===== src/hdl/stream_pattern_substitute_macros.svh =====
// Assertion macros shared by the stream_pattern_substitute RTL.
`ifndef STREAM_PATTERN_SUBSTITUTE_MACROS_SVH
`define STREAM_PATTERN_SUBSTITUTE_MACROS_SVH

`ifndef SYNTHESIS

// Check prop at every rising edge of clk, ignoring cycles in reset.
`define SPS_ASSERT(name, clk, rst, prop) \
  name: assert property (@(posedge clk) disable iff (rst) prop) \
    else $error("stream_pattern_substitute: assertion failed");

// Check prop at every rising edge of clk, reset included.
`define SPS_ASSERT_ALWAYS(name, clk, prop) \
  name: assert property (@(posedge clk) prop) \
    else $error("stream_pattern_substitute: assertion failed");

`else

`define SPS_ASSERT(name, clk, rst, prop)
`define SPS_ASSERT_ALWAYS(name, clk, prop)

`endif

`endif


===== src/hdl/sps_pkg.sv =====
`timescale 1ns / 1ps

package sps_pkg;

  localparam int BYTE_W     = 8;
  localparam int CFG_DATA_W = 64;
  localparam int CFG_IDX_W  = 3;
  localparam int LEN_W      = 4;
  localparam int COUNT_W    = 16;

  localparam logic [COUNT_W-1:0] COUNT_MAX = '1;

  typedef enum logic [CFG_IDX_W-1:0] {
    CFG_PATTERN_BYTES     = 3'd0,
    CFG_PATTERN_LEN       = 3'd1,
    CFG_REPLACEMENT_BYTES = 3'd2,
    CFG_REPLACEMENT_LEN   = 3'd3,
    CFG_INSTANCE_SELECT   = 3'd4
  } cfg_reg_t;

  // Flags that travel with one group of emitted bytes.
  typedef struct packed {
    logic no_data;
    logic text_end;
  } run_ctl_t;

endpackage


===== src/hdl/sps_match.sv =====
`timescale 1ns / 1ps
`include "stream_pattern_substitute_macros.svh"

module sps_match import sps_pkg::*; #(
  parameter int MAX_PATTERN     = 8,
  parameter int MAX_REPLACEMENT = 8,
  parameter int RUN_DEPTH       = (MAX_PATTERN > MAX_REPLACEMENT) ? MAX_PATTERN
                                                                  : MAX_REPLACEMENT,
  parameter int RUN_W           = $clog2(RUN_DEPTH + 1)
) (
  input  logic                  clk,
  input  logic                  rst,
  input  logic                  cfg_we,
  input  logic [CFG_IDX_W-1:0]  cfg_index,
  input  logic [CFG_DATA_W-1:0] cfg_data,
  input  logic                  step,
  input  logic [BYTE_W-1:0]     step_byte,
  input  logic                  step_last,
  output logic [BYTE_W-1:0]     emit_bytes [RUN_DEPTH],
  output logic [RUN_W-1:0]      emit_cnt,
  output run_ctl_t              emit_ctl
);

  localparam int PL_W = $clog2(MAX_PATTERN + 1);
  localparam int RL_W = $clog2(MAX_REPLACEMENT + 1);

  logic [CFG_DATA_W-1:0] pattern_bytes;
  logic [LEN_W-1:0]      pattern_len;
  logic [CFG_DATA_W-1:0] replacement_bytes;
  logic [LEN_W-1:0]      replacement_len;
  logic [COUNT_W-1:0]    instance_select;

  logic [BYTE_W-1:0]  window [MAX_PATTERN];
  logic [BYTE_W-1:0]  window_next [MAX_PATTERN];
  logic [PL_W-1:0]    wc;
  logic [PL_W-1:0]    wc_next;
  logic [COUNT_W-1:0] occ;
  logic [COUNT_W-1:0] occ_next;

  logic [PL_W-1:0]    plen;
  logic [RL_W-1:0]    rlen;
  logic [PL_W-1:0]    cnt1;
  logic [BYTE_W-1:0]  w [MAX_PATTERN];
  logic               full;
  logic               hit;
  logic [COUNT_W-1:0] occ_inc;
  logic               pick;
  logic               use_rep;
  logic               shift;
  logic               empty_end;
  logic [RUN_W-1:0]   n;

  always_comb begin
    plen = (pattern_len > LEN_W'(MAX_PATTERN)) ? PL_W'(MAX_PATTERN) : PL_W'(pattern_len);
    rlen = (replacement_len > LEN_W'(MAX_REPLACEMENT)) ? RL_W'(MAX_REPLACEMENT)
                                                       : RL_W'(replacement_len);
    cnt1 = wc + PL_W'(1);

    // Window with the new byte written at the fill position.
    for (int i = 0; i < MAX_PATTERN; i++) begin
      w[i] = (PL_W'(i) == wc) ? step_byte : window[i];
    end

    full = (plen != '0) && (cnt1 == plen);
    hit  = 1'b1;
    for (int i = 0; i < MAX_PATTERN; i++) begin
      if ((PL_W'(i) < plen) && (w[i] != pattern_bytes[i*BYTE_W +: BYTE_W])) begin
        hit = 1'b0;
      end
    end

    occ_inc = (occ == COUNT_MAX) ? occ : occ + COUNT_W'(1);
    pick    = (instance_select == '0) || (occ_inc == instance_select);

    use_rep  = 1'b0;
    shift    = 1'b0;
    n        = '0;
    wc_next  = wc;
    occ_next = occ;
    priority if (plen == '0) begin
      n       = RUN_W'(1);
      wc_next = '0;
    end else if (full && hit) begin
      occ_next = occ_inc;
      wc_next  = '0;
      use_rep  = pick;
      n        = pick ? RUN_W'(rlen) : RUN_W'(plen);
    end else if (full) begin
      // Mismatch: emit the oldest byte, or flush everything on the last byte.
      shift   = !step_last;
      n       = step_last ? RUN_W'(plen) : RUN_W'(1);
      wc_next = plen - PL_W'(1);
    end else begin
      wc_next = cnt1;
      n       = step_last ? RUN_W'(cnt1) : '0;
    end

    if (step_last) begin
      wc_next  = '0;
      occ_next = '0;
    end

    empty_end = step_last && (n == '0);

    for (int i = 0; i < MAX_PATTERN - 1; i++) begin
      window_next[i] = shift ? w[i+1] : w[i];
    end
    window_next[MAX_PATTERN-1] = w[MAX_PATTERN-1];

    for (int i = 0; i < RUN_DEPTH; i++) begin
      emit_bytes[i] = '0;
    end
    if (!empty_end) begin
      if (use_rep) begin
        for (int i = 0; i < MAX_REPLACEMENT; i++) begin
          emit_bytes[i] = replacement_bytes[i*BYTE_W +: BYTE_W];
        end
      end else begin
        for (int i = 0; i < MAX_PATTERN; i++) begin
          emit_bytes[i] = w[i];
        end
      end
    end

    emit_cnt          = empty_end ? RUN_W'(1) : n;
    emit_ctl.no_data  = empty_end;
    emit_ctl.text_end = step_last;
  end

  always_ff @(posedge clk) begin
    if (rst) begin
      pattern_len     <= '0;
      replacement_len <= '0;
      instance_select <= '0;
      wc              <= '0;
      occ             <= '0;
    end else begin
      if (step) begin
        wc  <= wc_next;
        occ <= occ_next;
      end
      if (cfg_we) begin
        unique case (cfg_reg_t'(cfg_index))
          CFG_PATTERN_LEN: begin
            pattern_len <= cfg_data[LEN_W-1:0];
            wc          <= '0;
          end
          CFG_REPLACEMENT_LEN: replacement_len <= cfg_data[LEN_W-1:0];
          CFG_INSTANCE_SELECT: instance_select <= cfg_data[COUNT_W-1:0];
          default: ;
        endcase
      end
    end
  end

  // Pattern and replacement bytes reset to zero like the other configuration registers.
  always_ff @(posedge clk) begin
    if (rst) begin
      pattern_bytes     <= '0;
      replacement_bytes <= '0;
    end else if (cfg_we) begin
      unique case (cfg_reg_t'(cfg_index))
        CFG_PATTERN_BYTES:     pattern_bytes     <= cfg_data;
        CFG_REPLACEMENT_BYTES: replacement_bytes <= cfg_data;
        default: ;
      endcase
    end
  end

  always_ff @(posedge clk) begin
    if (step) begin
      window <= window_next;
    end
  end

  `SPS_ASSERT(a_wc_idle_without_pattern, clk, rst, (plen == PL_W'(0)) |-> (wc == PL_W'(0)))
  `SPS_ASSERT(a_wc_below_len, clk, rst, (plen != PL_W'(0)) |-> (wc < plen))
  `SPS_ASSERT(a_empty_only_at_end, clk, rst, (step && emit_ctl.no_data) |-> step_last)

endmodule


===== src/hdl/stream_pattern_substitute.sv =====
`timescale 1ns / 1ps
`include "stream_pattern_substitute_macros.svh"
// Path: a text byte enters the input register, then its results load into the output shifter.
// Throughput: one text byte per cycle while out_stall is low and each byte yields at most one
// result; a byte with more results holds the input until the one-byte-per-cycle output shifter
// drains them. One text byte waits in the input register while results drain. Synchronous
// reset (rst): held flag, run count and config registers zero; window, occurrence count empty.

module stream_pattern_substitute import sps_pkg::*; #(
  parameter int MAX_PATTERN     = 8,
  parameter int MAX_REPLACEMENT = 8
) (
  input  logic                  clk,
  input  logic                  rst,
  input  logic                  cfg_valid,
  output logic                  cfg_ready,
  input  logic [CFG_IDX_W-1:0]  cfg_index,
  input  logic [CFG_DATA_W-1:0] cfg_data,
  input  logic                  text_valid,
  output logic                  text_stall,
  input  logic [BYTE_W-1:0]     text_byte,
  input  logic                  text_last,
  output logic                  out_valid,
  input  logic                  out_stall,
  output logic [BYTE_W-1:0]     out_byte,
  output logic                  no_data,
  output logic                  run_last,
  output logic                  text_end
);

  localparam int RUN_DEPTH = (MAX_PATTERN > MAX_REPLACEMENT) ? MAX_PATTERN : MAX_REPLACEMENT;
  localparam int RUN_W     = $clog2(RUN_DEPTH + 1);

  logic              held;
  logic [BYTE_W-1:0] held_byte;
  logic              held_last;

  logic [BYTE_W-1:0] run_bytes [RUN_DEPTH];
  logic [RUN_W-1:0]  run_cnt;
  run_ctl_t          run_ctl;

  logic [BYTE_W-1:0] emit_bytes [RUN_DEPTH];
  logic [RUN_W-1:0]  emit_cnt;
  run_ctl_t          emit_ctl;

  logic in_take;
  logic out_take;
  logic run_done;
  logic load;

  assign cfg_ready = 1'b1;

  assign out_valid = (run_cnt != '0);
  assign out_byte  = run_bytes[0];
  assign no_data   = run_ctl.no_data;
  assign run_last  = (run_cnt == RUN_W'(1));
  assign text_end  = run_last && run_ctl.text_end;

  assign out_take   = out_valid && !out_stall;
  assign run_done   = out_take && run_last;
  // Process the held byte once the result shifter is empty or drains this cycle.
  assign load       = held && (!out_valid || run_done);
  assign text_stall = held && !load;
  assign in_take    = text_valid && !text_stall;

  sps_match #(
    .MAX_PATTERN     (MAX_PATTERN),
    .MAX_REPLACEMENT (MAX_REPLACEMENT),
    .RUN_DEPTH       (RUN_DEPTH),
    .RUN_W           (RUN_W)
  ) u_match (
    .clk        (clk),
    .rst        (rst),
    .cfg_we     (cfg_valid && cfg_ready),
    .cfg_index  (cfg_index),
    .cfg_data   (cfg_data),
    .step       (load),
    .step_byte  (held_byte),
    .step_last  (held_last),
    .emit_bytes (emit_bytes),
    .emit_cnt   (emit_cnt),
    .emit_ctl   (emit_ctl)
  );

  always_ff @(posedge clk) begin
    if (rst) begin
      held    <= 1'b0;
      run_cnt <= '0;
    end else begin
      if (in_take) begin
        held <= 1'b1;
      end else if (load) begin
        held <= 1'b0;
      end
      if (load) begin
        run_cnt <= emit_cnt;
      end else if (out_take) begin
        run_cnt <= run_cnt - RUN_W'(1);
      end
    end
  end

  always_ff @(posedge clk) begin
    if (in_take) begin
      held_byte <= text_byte;
      held_last <= text_last;
    end
    if (load) begin
      run_bytes <= emit_bytes;
      run_ctl   <= emit_ctl;
    end else if (out_take) begin
      // Advance to the next byte of the run.
      for (int i = 0; i < RUN_DEPTH - 1; i++) begin
        run_bytes[i] <= run_bytes[i+1];
      end
    end
  end

  `SPS_ASSERT(a_stall_only_when_held, clk, rst, text_stall |-> held)
  `SPS_ASSERT(a_run_fits, clk, rst, run_cnt <= RUN_W'(RUN_DEPTH))
  `SPS_ASSERT(a_end_mark_clean, clk, rst,
              (out_valid && no_data) |-> (out_byte == '0 && text_end))

endmodule

===== config.mk =====
export PLATFORM = sky130hd
export DESIGN_NAME = stream_pattern_substitute
export DESIGN_NICKNAME = d
export VERILOG_FILES = /design/src/hdl/sps_pkg.sv /design/src/hdl/sps_match.sv /design/src/hdl/stream_pattern_substitute.sv
export VERILOG_INCLUDE_DIRS = /design/src /design/src/hdl
export SDC_FILE = /design/constraint.sdc
export NUM_CORES = 1
export LEC_CHECK = 0
export BUFFER_PORTS_ARGS = -buffer_cell sky130_fd_sc_hd__buf_2
export CELL_PAD_IN_SITES_DETAIL_PLACEMENT = 0
export CELL_PAD_IN_SITES_GLOBAL_PLACEMENT = 2
export CORE_AREA = 8 8 208 210
export DETAILED_ROUTE_END_ITERATION = 10
export DIE_AREA = 0 0 216 218
export HOLD_SLACK_MARGIN = 0.1
export PLACE_DENSITY_LB_ADDON = 0.08
export SYNTH_ARGS = -nofsm -noshare
export SYNTH_HDL_FRONTEND = slang
export SYNTH_SLANG_ARGS = --single-unit

===== constraint.sdc =====
create_clock -name clk -period 7.6 [get_ports clk]
set_input_delay 0.38 -clock clk [delete_from_list [all_inputs] [get_ports clk]]
set_output_delay 0.38 -clock clk [all_outputs]
set_load 0.03 [all_outputs]

== Yosys cells after proc, flatten, opt, wreduce, memory -nomap -nowiden ==
Cells that the tools add are included.

* Logic and storage cells: 163
* Flip-flop bits (word level): 316
* Bits in writable memories: 0
* Bits in read-only memories: 0
* Output and inout bits: 14
* Latch bits: 0
* Memories kept: 0

* Reduce and logical (&&, ||, !) cells: 40
* Muxes and demuxes: 56
* Div/mod/pow operators: 0
* Shifts and indexed selects: 0
* Order comparisons: 10
* Add/sub/neg operators: 4
* Equality and inequality tests: 24
* Multipliers: 0
* Bitwise gates (word level): 0

{| class="wikitable"
|+ Operators by type and width
! cell !! count
|-
| $mux W64 || 2
|-
| $mux W8 || 15
|-
| $mux W56 || 2
|-
| $mux W4 || 18
|-
| $mux W16 || 4
|-
| $ne A8 B8 Y1 || 8
|-
| $logic_and A1 B1 Y1 || 17
|-
| $add A16 B1 Y16 const B || 1
|-
| $eq A16 B16 Y1 || 1
|-
| $eq A16 B16 Y1 const B || 1
|-
| $eq A3 B4 Y1 const A || 4
|-
| $logic_not A16 Y1 || 1
|-
| $lt A3 B4 Y1 const A || 4
|-
| $mux W1 || 15
|-
| $logic_not A4 Y1 || 3
|-
| $reduce_and A2 Y1 || 5
|-
| $eq A2 B4 Y1 const A || 2
|-
| $gt A4 B4 Y1 const B || 2
|-
| $lt A1 B4 Y1 const A || 2
|-
| $lt A2 B4 Y1 const A || 2
|-
| $reduce_bool A4 Y1 || 2
|-
| $sub A4 B1 Y4 const B || 2
|-
| $eq A3 B2 Y1 const B || 2
|-
| $reduce_bool A2 Y1 || 3
|-
| other kinds (11) || 16
|}

== Longest topological paths before layout ==
* Depth in word-level cells: 19
* Gate-level depth with buffers: 17
* Depth with buffers taken out: 14

== Cells and area by module ==
From an unflattened synthesis, not the netlist that was laid out.

* Cell total of the unflattened synthesis: 1893
* Area, all modules: 17162.7 sq um

{| class="wikitable"
|+ By module, submodules not included
! module !! instances !! area each (sq um) !! sequential area each (sq um) !! cells an instance
|-
| sps_match || 1 || 13619.3 || 5365.1 || 1702
|-
| stream_pattern_substitute || 1 || 3543.4 || 2352.3 || 191
|}

== Worst setup path before layout ==
OpenSTA, ideal clock, no wires.

* Path kind: reg-to-reg
* Start: register run_cnt[0]
* End: register run_bytes (netlist bit out_byte[0]) (data pin)
* Setup slack: 3485 ps
* Cell stages (with the launch flop): 10
* Path buffers: 1
* Arrival: 3955 ps
* Cells stage by stage: dfxtp_1 inv_1 ha_1 nand2_1 o21a_1 nand2b_1 inv_2 clkbuf_1 o211ai_1 o21ai_1

* Longest elaborated chain between the ends: 6
* Elaborated cells on any way between the ends: 8
* Those cells by class: 1 x eq/ne; 1 x mux; 6 x reduce/logical

{| class="wikitable"
|+ RTL lines
! item !! line !! source
|-
| start: declaration || stream_pattern_substitute.sv:39 || <nowiki>logic [RUN_W-1:0] run_cnt;</nowiki>
|-
| start signal: assignment || stream_pattern_substitute.sv:96 || <nowiki>run_cnt <= emit_cnt;</nowiki>
|-
| start signal: assignment || stream_pattern_substitute.sv:98 || <nowiki>run_cnt <= run_cnt - RUN_W'(1);</nowiki>
|-
| $reduce_bool A4 Y1 * || stream_pattern_substitute.sv:53 || <nowiki>assign out_valid = (run_cnt != '0);</nowiki>
|-
| via out_valid || stream_pattern_substitute.sv:23 || <nowiki>output logic out_valid,</nowiki>
|-
| $logic_and A1 B1 Y1 || stream_pattern_substitute.sv:59 || <nowiki>assign out_take = out_valid && !out_stall;</nowiki>
|-
| $logic_and A1 B1 Y1 || stream_pattern_substitute.sv:60 || <nowiki>assign run_done = out_take && run_last;</nowiki>
|-
| $logic_or A1 B1 Y1 * || stream_pattern_substitute.sv:62 || <nowiki>assign load = held && (!out_valid || run_done);</nowiki>
|-
| $logic_and A1 B1 Y1 * || stream_pattern_substitute.sv:62 ||
|-
| via load || stream_pattern_substitute.sv:49 || <nowiki>logic load;</nowiki>
|-
| $mux W56 * || stream_pattern_substitute.sv:108 || <nowiki>if (load) begin</nowiki>
|-
| end signal: assignment || stream_pattern_substitute.sv:109 || <nowiki>run_bytes <= emit_bytes;</nowiki>
|-
| end signal: indexed assignment || stream_pattern_substitute.sv:114 || <nowiki>run_bytes[i] <= run_bytes[i+1];</nowiki>
|-
| end: declaration || stream_pattern_substitute.sv:38 || <nowiki>logic [BYTE_W-1:0] run_bytes [RUN_DEPTH];</nowiki>
|}

The timed path passes the listed nets; every way through them passes the cells marked *.
A chain may end at the register's enable or synchronous reset.

== Worst setup path in the final report ==
* Start: register u_match.wc[0]
* End: register run_bytes[16] (netlist name) (data pin)

* Longest elaborated chain between the ends: 19
* Elaborated cells on any way between the ends: 55
* Those cells by class: 1 x add/sub; 16 x eq/ne; 25 x mux; 13 x reduce/logical

{| class="wikitable"
|+ RTL lines
! item !! line !! source
|-
| start: declaration || sps_match.sv:35 || <nowiki>logic [PL_W-1:0] wc;</nowiki>
|-
| start signal: assignment || sps_match.sv:139 || <nowiki>wc <= wc_next;</nowiki>
|-
| $logic_not A4 Y1 || sps_match.sv:61 || <nowiki>w[i] = (PL_W'(i) == wc) ? step_byte : window[i];</nowiki>
|-
| $mux W8 || sps_match.sv:61 ||
|-
| $ne A8 B8 Y1 || sps_match.sv:67 || <nowiki>if ((PL_W'(i) < plen) && (w[i] != pattern_bytes[i*BYTE_W +: BYTE_W])) begin</nowiki>
|-
| $logic_and A1 B1 Y1 || sps_match.sv:67 ||
|-
| $mux W1 (8 in a row) || sps_match.sv:67 ||
|-
| $logic_and A1 B1 Y1 || sps_match.sv:83 || <nowiki>end else if (full && hit) begin</nowiki>
|-
| $mux W4 || sps_match.sv:83 ||
|-
| $mux W4 || sps_match.sv:80 || <nowiki>priority if (plen == '0) begin</nowiki>
|-
| $logic_not A4 Y1 || sps_match.sv:103 || <nowiki>empty_end = step_last && (n == '0);</nowiki>
|-
| $logic_and A1 B1 Y1 || sps_match.sv:103 ||
|-
| $mux W64 * || sps_match.sv:113 || <nowiki>if (!empty_end) begin</nowiki>
|-
| $mux W56 * || stream_pattern_substitute.sv:108 ||
|}

Every way passes the cells marked *; elsewhere a longest branch is shown, timed or not.

==> impl_results.md <==
* Synthesized flop and latch total at 316
* CP Buf/Inv Count at 1
* Synth Warn # at 0
* Number of synthesized flops with an enable pin at about 140
* Max Clock Freq at 185 MHz
* # DRC at 0
* Reg2Reg Depth at 12
* Tightest Hold Check Type: in2reg
* Avg WL per Cell at 21.3 um
* Hold-fix buffers, CTS at 67
* Max-Cap Viols at 0
* Synthesized netlist cell count at 1,841
* CORE AREA at approximately 0.04 mm2
* Fin. Hold Viols at 0
* Root Driver: clkbuf_16
* Crit end category: flip-flop
* Pin count of the biggest net entering global routing at 82
* P per Cell Area at 285 mW/mm2
* Max clock buf depth at 3
* Slew Limit Fails at 0
* Reg-to-Reg Start: u_match.wc[0]$_SDFF_PP0_
* Congestion Overflow GR at 0
* Starting Density at around two fifths
* Site Rows at 74
* Inst Count DP at 2,339
* Worst setup SP type: flip-flop
* FF/Latch Area at 0.00772 mm2
* Status: completed
* Clock sink count at 316
* Worst-path clk slew at ~0.060 ns
* CTS tree: done
* Seq/Total Area, Yosys at 47.9%
* Placed Area at 0.0167 mm2
* Die area at between 0.04 and 0.05 mm2
* Crit path required time at 7.88 ns
* Final worst slack at 2.18 ns
* Buffers added on ports at 93
* ANT nets after route at 0
* Synth cell types at 78
* Starting DRC count in detailed routing at 1,059
* Die height at 218 um
* Post-synthesis cell area at 0.0161 mm2
* Final Routed Wirelength at 52,700 um
* Crit-path cells: ha_1, nor3b_2, mux2i_1, o22ai_1, a211oi_1, a32o_1, a31o_2, nand4_1, a41oi_1, and4_2, buf_4, o21ai_0
* DPL Wire Length at 35,600 um
* Post-layout nets at 2,008
* Commonest non-fill, non-tap cell in the layout: nand2_1
* Skew final at about 0.011 ns
* R2R setup slack at 2.18 ns
* Number of global-route vias before repair at 13,600
* Slew margin rel. at 22.5%
* Synthesis-to-layout area growth at 16.6%
* Met3 WL at 2160 um
* Hold Crit Start: cfg_data[9]
* Setup CP Type: reg2reg
* Multi-input logic area at 0.00755 mm2
* Initial antenna violation count at 0
* Gp weighted congestion at 0.844
* RSZ-0062 raised after global routing: false
* Fin Setup TNS at 0 ns
* N_diodes at 0
* Dpl ws at 2.14 ns
* Fill cells at 3,998
* Worst VDD drop at 0.151 mV
* Main flop type after synthesis: dfxtp_1
* Hold depth at 3
* Htree depth at 2
* Chip Width at 216 um
* Slowest library cell on the worst path: nor3b_2
* Top delay family on crit path: simple AND/OR/NAND/NOR gates
* Avg Cell Area, Syn at approximately 8.8 um2
* Worst slew pin tran at 1.16 ns
* Final min period at approximately 5.4 ns
* GRT Resource Usage Total at between 20% and 30%
* Final Core Density at ~47%
* CTS buffer count at 40
* Syn nets at 1,933
* Ports at 95
* DR pass1 iterations at 5
* Clock Latency Late Sink at approximately 0.56 ns
* Setup bufs post-CTS at 0
* Via count at 13,700
* Met2 WL post-DR at 24,300 um
* Final setup fails at 0
* Lkg Pwr at 7.12 nW
* Fin area at 0.0188 mm2
* Max incr delay on CP at 0.94 ns
* Reg2reg end: run_bytes[16]$_DFFE_PP_
* Fraction of layout cells with a size suffix above 1 at 10.3%
* Layout Cells excl Fill at 2,480
* WP data arrival at 5.69 ns
* Critical Path Fanout Max at 39
* Most frequent cells in the layout: nand2_1 (443), a21oi_1 (197), dfxtp_1 (177), edfxtp_1 (139), mux2i_1 (107)
* Post-CTS sizing at 0
* Final Cycle Share at a little under three quarters
* Highest metal used: met4
* M1 wire length at 25,200 um
* First-pass GRT wire length at 82,000 um
* Via density at 5.54
* Worst hold endpoint: u_match.replacement_bytes[9]$_SDFFE_PP0P_
* Ys async rst share at 0%
-- cells in the mapped netlist, types with 4 or more instances --
library cell,number,area (um2)
or4_1,5,37.5
o221ai_1,5,43.8
o211ai_1,59,443
nor4_1,13,81.3
nor3_1,21,105
clkbuf_1,85,319
nand3b_1,6,45.0
buf_6,6,67.6
and4_1,4,35.0
nand4_1,16,100
nand3_1,21,105
inv_1,68,255
a222oi_1,5,50.1
mux2i_1,107,1070
edfxtp_1,139,4170
a21o_1,5,37.5
ha_1,11,138
o21ai_1,43,215
a221oi_1,5,43.8
a311oi_1,4,35.0
a31oi_1,7,43.8
or3_1,13,81.3
buf_2,32,160
dfxtp_1,177,3540
nand2b_1,8,50.1
o21ai_0,50,250
and3_1,6,37.5
nor3b_1,7,52.6
mux2_2,6,67.6
a21oi_1,197,986
xnor2_1,30,263
nand2_1,445,1670
o22ai_1,39,244
buf_4,13,97.6
nor2_1,81,304
and2_1,8,50.1
nor2b_1,11,68.8
xor2_1,18,158
a22oi_1,7,52.6
-- layer usage --
| metal | global-route usage (%) | up-vias |
|---|---|---|
| met5 | 0 | - |
| met4 | 6.27 | 0 |
| met2 | 35.6 | 321 |
| li1 | - | 6651 |
| met1 | 30.4 | 6686 |
| met3 | 2.93 | 69 |
-- cells by family after synthesis --
logic type	count (synthesis)	share of synthesized area [%]
XOR/XNOR	48	2.61
adder cells (fa/ha/maj)	11	0.854
AO/OA/AOI/OAI	464	17.2
other	1	0.0233
buffers and inverters	206	5.63
AND/OR/NAND/NOR	682	18.7
flip-flops	316	47.9
multiplexers	113	7.06
-- worst max path at each step --
stage / startpoint / endpoint / slack [ns] / cells after the start
after floorplan: run_cnt[0]$_SDFFE_PP0P_ / out_byte[0]$_DFFE_PP_ / 3.49 / 9
after global placement: u_match.wc[0]$_SDFF_PP0_ / run_bytes[20]$_DFFE_PP_ / 2.25 / 13
after detailed placement: u_match.wc[0]$_SDFF_PP0_ / run_bytes[12]$_DFFE_PP_ / 2.14 / 13
after CTS: u_match.wc[0]$_SDFF_PP0_ / run_bytes[12]$_DFFE_PP_ / 2.12 / 13
after global routing: u_match.wc[0]$_SDFF_PP0_ / run_bytes[16]$_DFFE_PP_ / 1.74 / 13
final: u_match.wc[0]$_SDFF_PP0_ / run_bytes[16]$_DFFE_PP_ / 2.18 / 12
-- area by class of cell --
class                      instances  area share [%]
tap                              532            3.54
timing repair buffer             170            6.46
multi-input combinational       1319            40.2
sequential                       316            41.1
clock buffer                      56            6.47
clock inverter                    18           0.886
inverter                          69            1.39
-- state kept, by name, summed over array words and instances (netlist names), 8 cells and up --
name and cells:
run_bytes 56, held_byte 8, u_match.occ 16, u_match.pattern_bytes 64
u_match.instance_select 16, u_match.replacement_bytes 64, out_byte 8, u_match.window 64
-- power by group --
part           switching, mW  internal (mW)
Sequential             0.160           2.18
Clock                  0.768           1.19
Combinational          0.738          0.317
Total                   1.67           3.69
-- worst register-to-register path, cell delays in order (launching register included) --
cell and delay (ns):
dfxtp_1 0.51, ha_1 0.28, nor3b_2 0.94, mux2i_1 0.45, o22ai_1 0.15, a211oi_1 0.23, a32o_1 0.22, a31o_2 0.22
nand4_1 0.28, a41oi_1 0.40, and4_2 0.74, buf_4 0.50, o21ai_0 0.21
-- stage by stage --
step / power [mW] / hold slack, ns
floorplan: 3.03 / 0.436
global placement: 3.42 / 0.445
detailed placement: 3.42 / 0.449
CTS: 5.43 / 0.100
global route: 5.61 / 0.126
finish: 5.36 / 0.125
(Power assumes the default switching activity.)
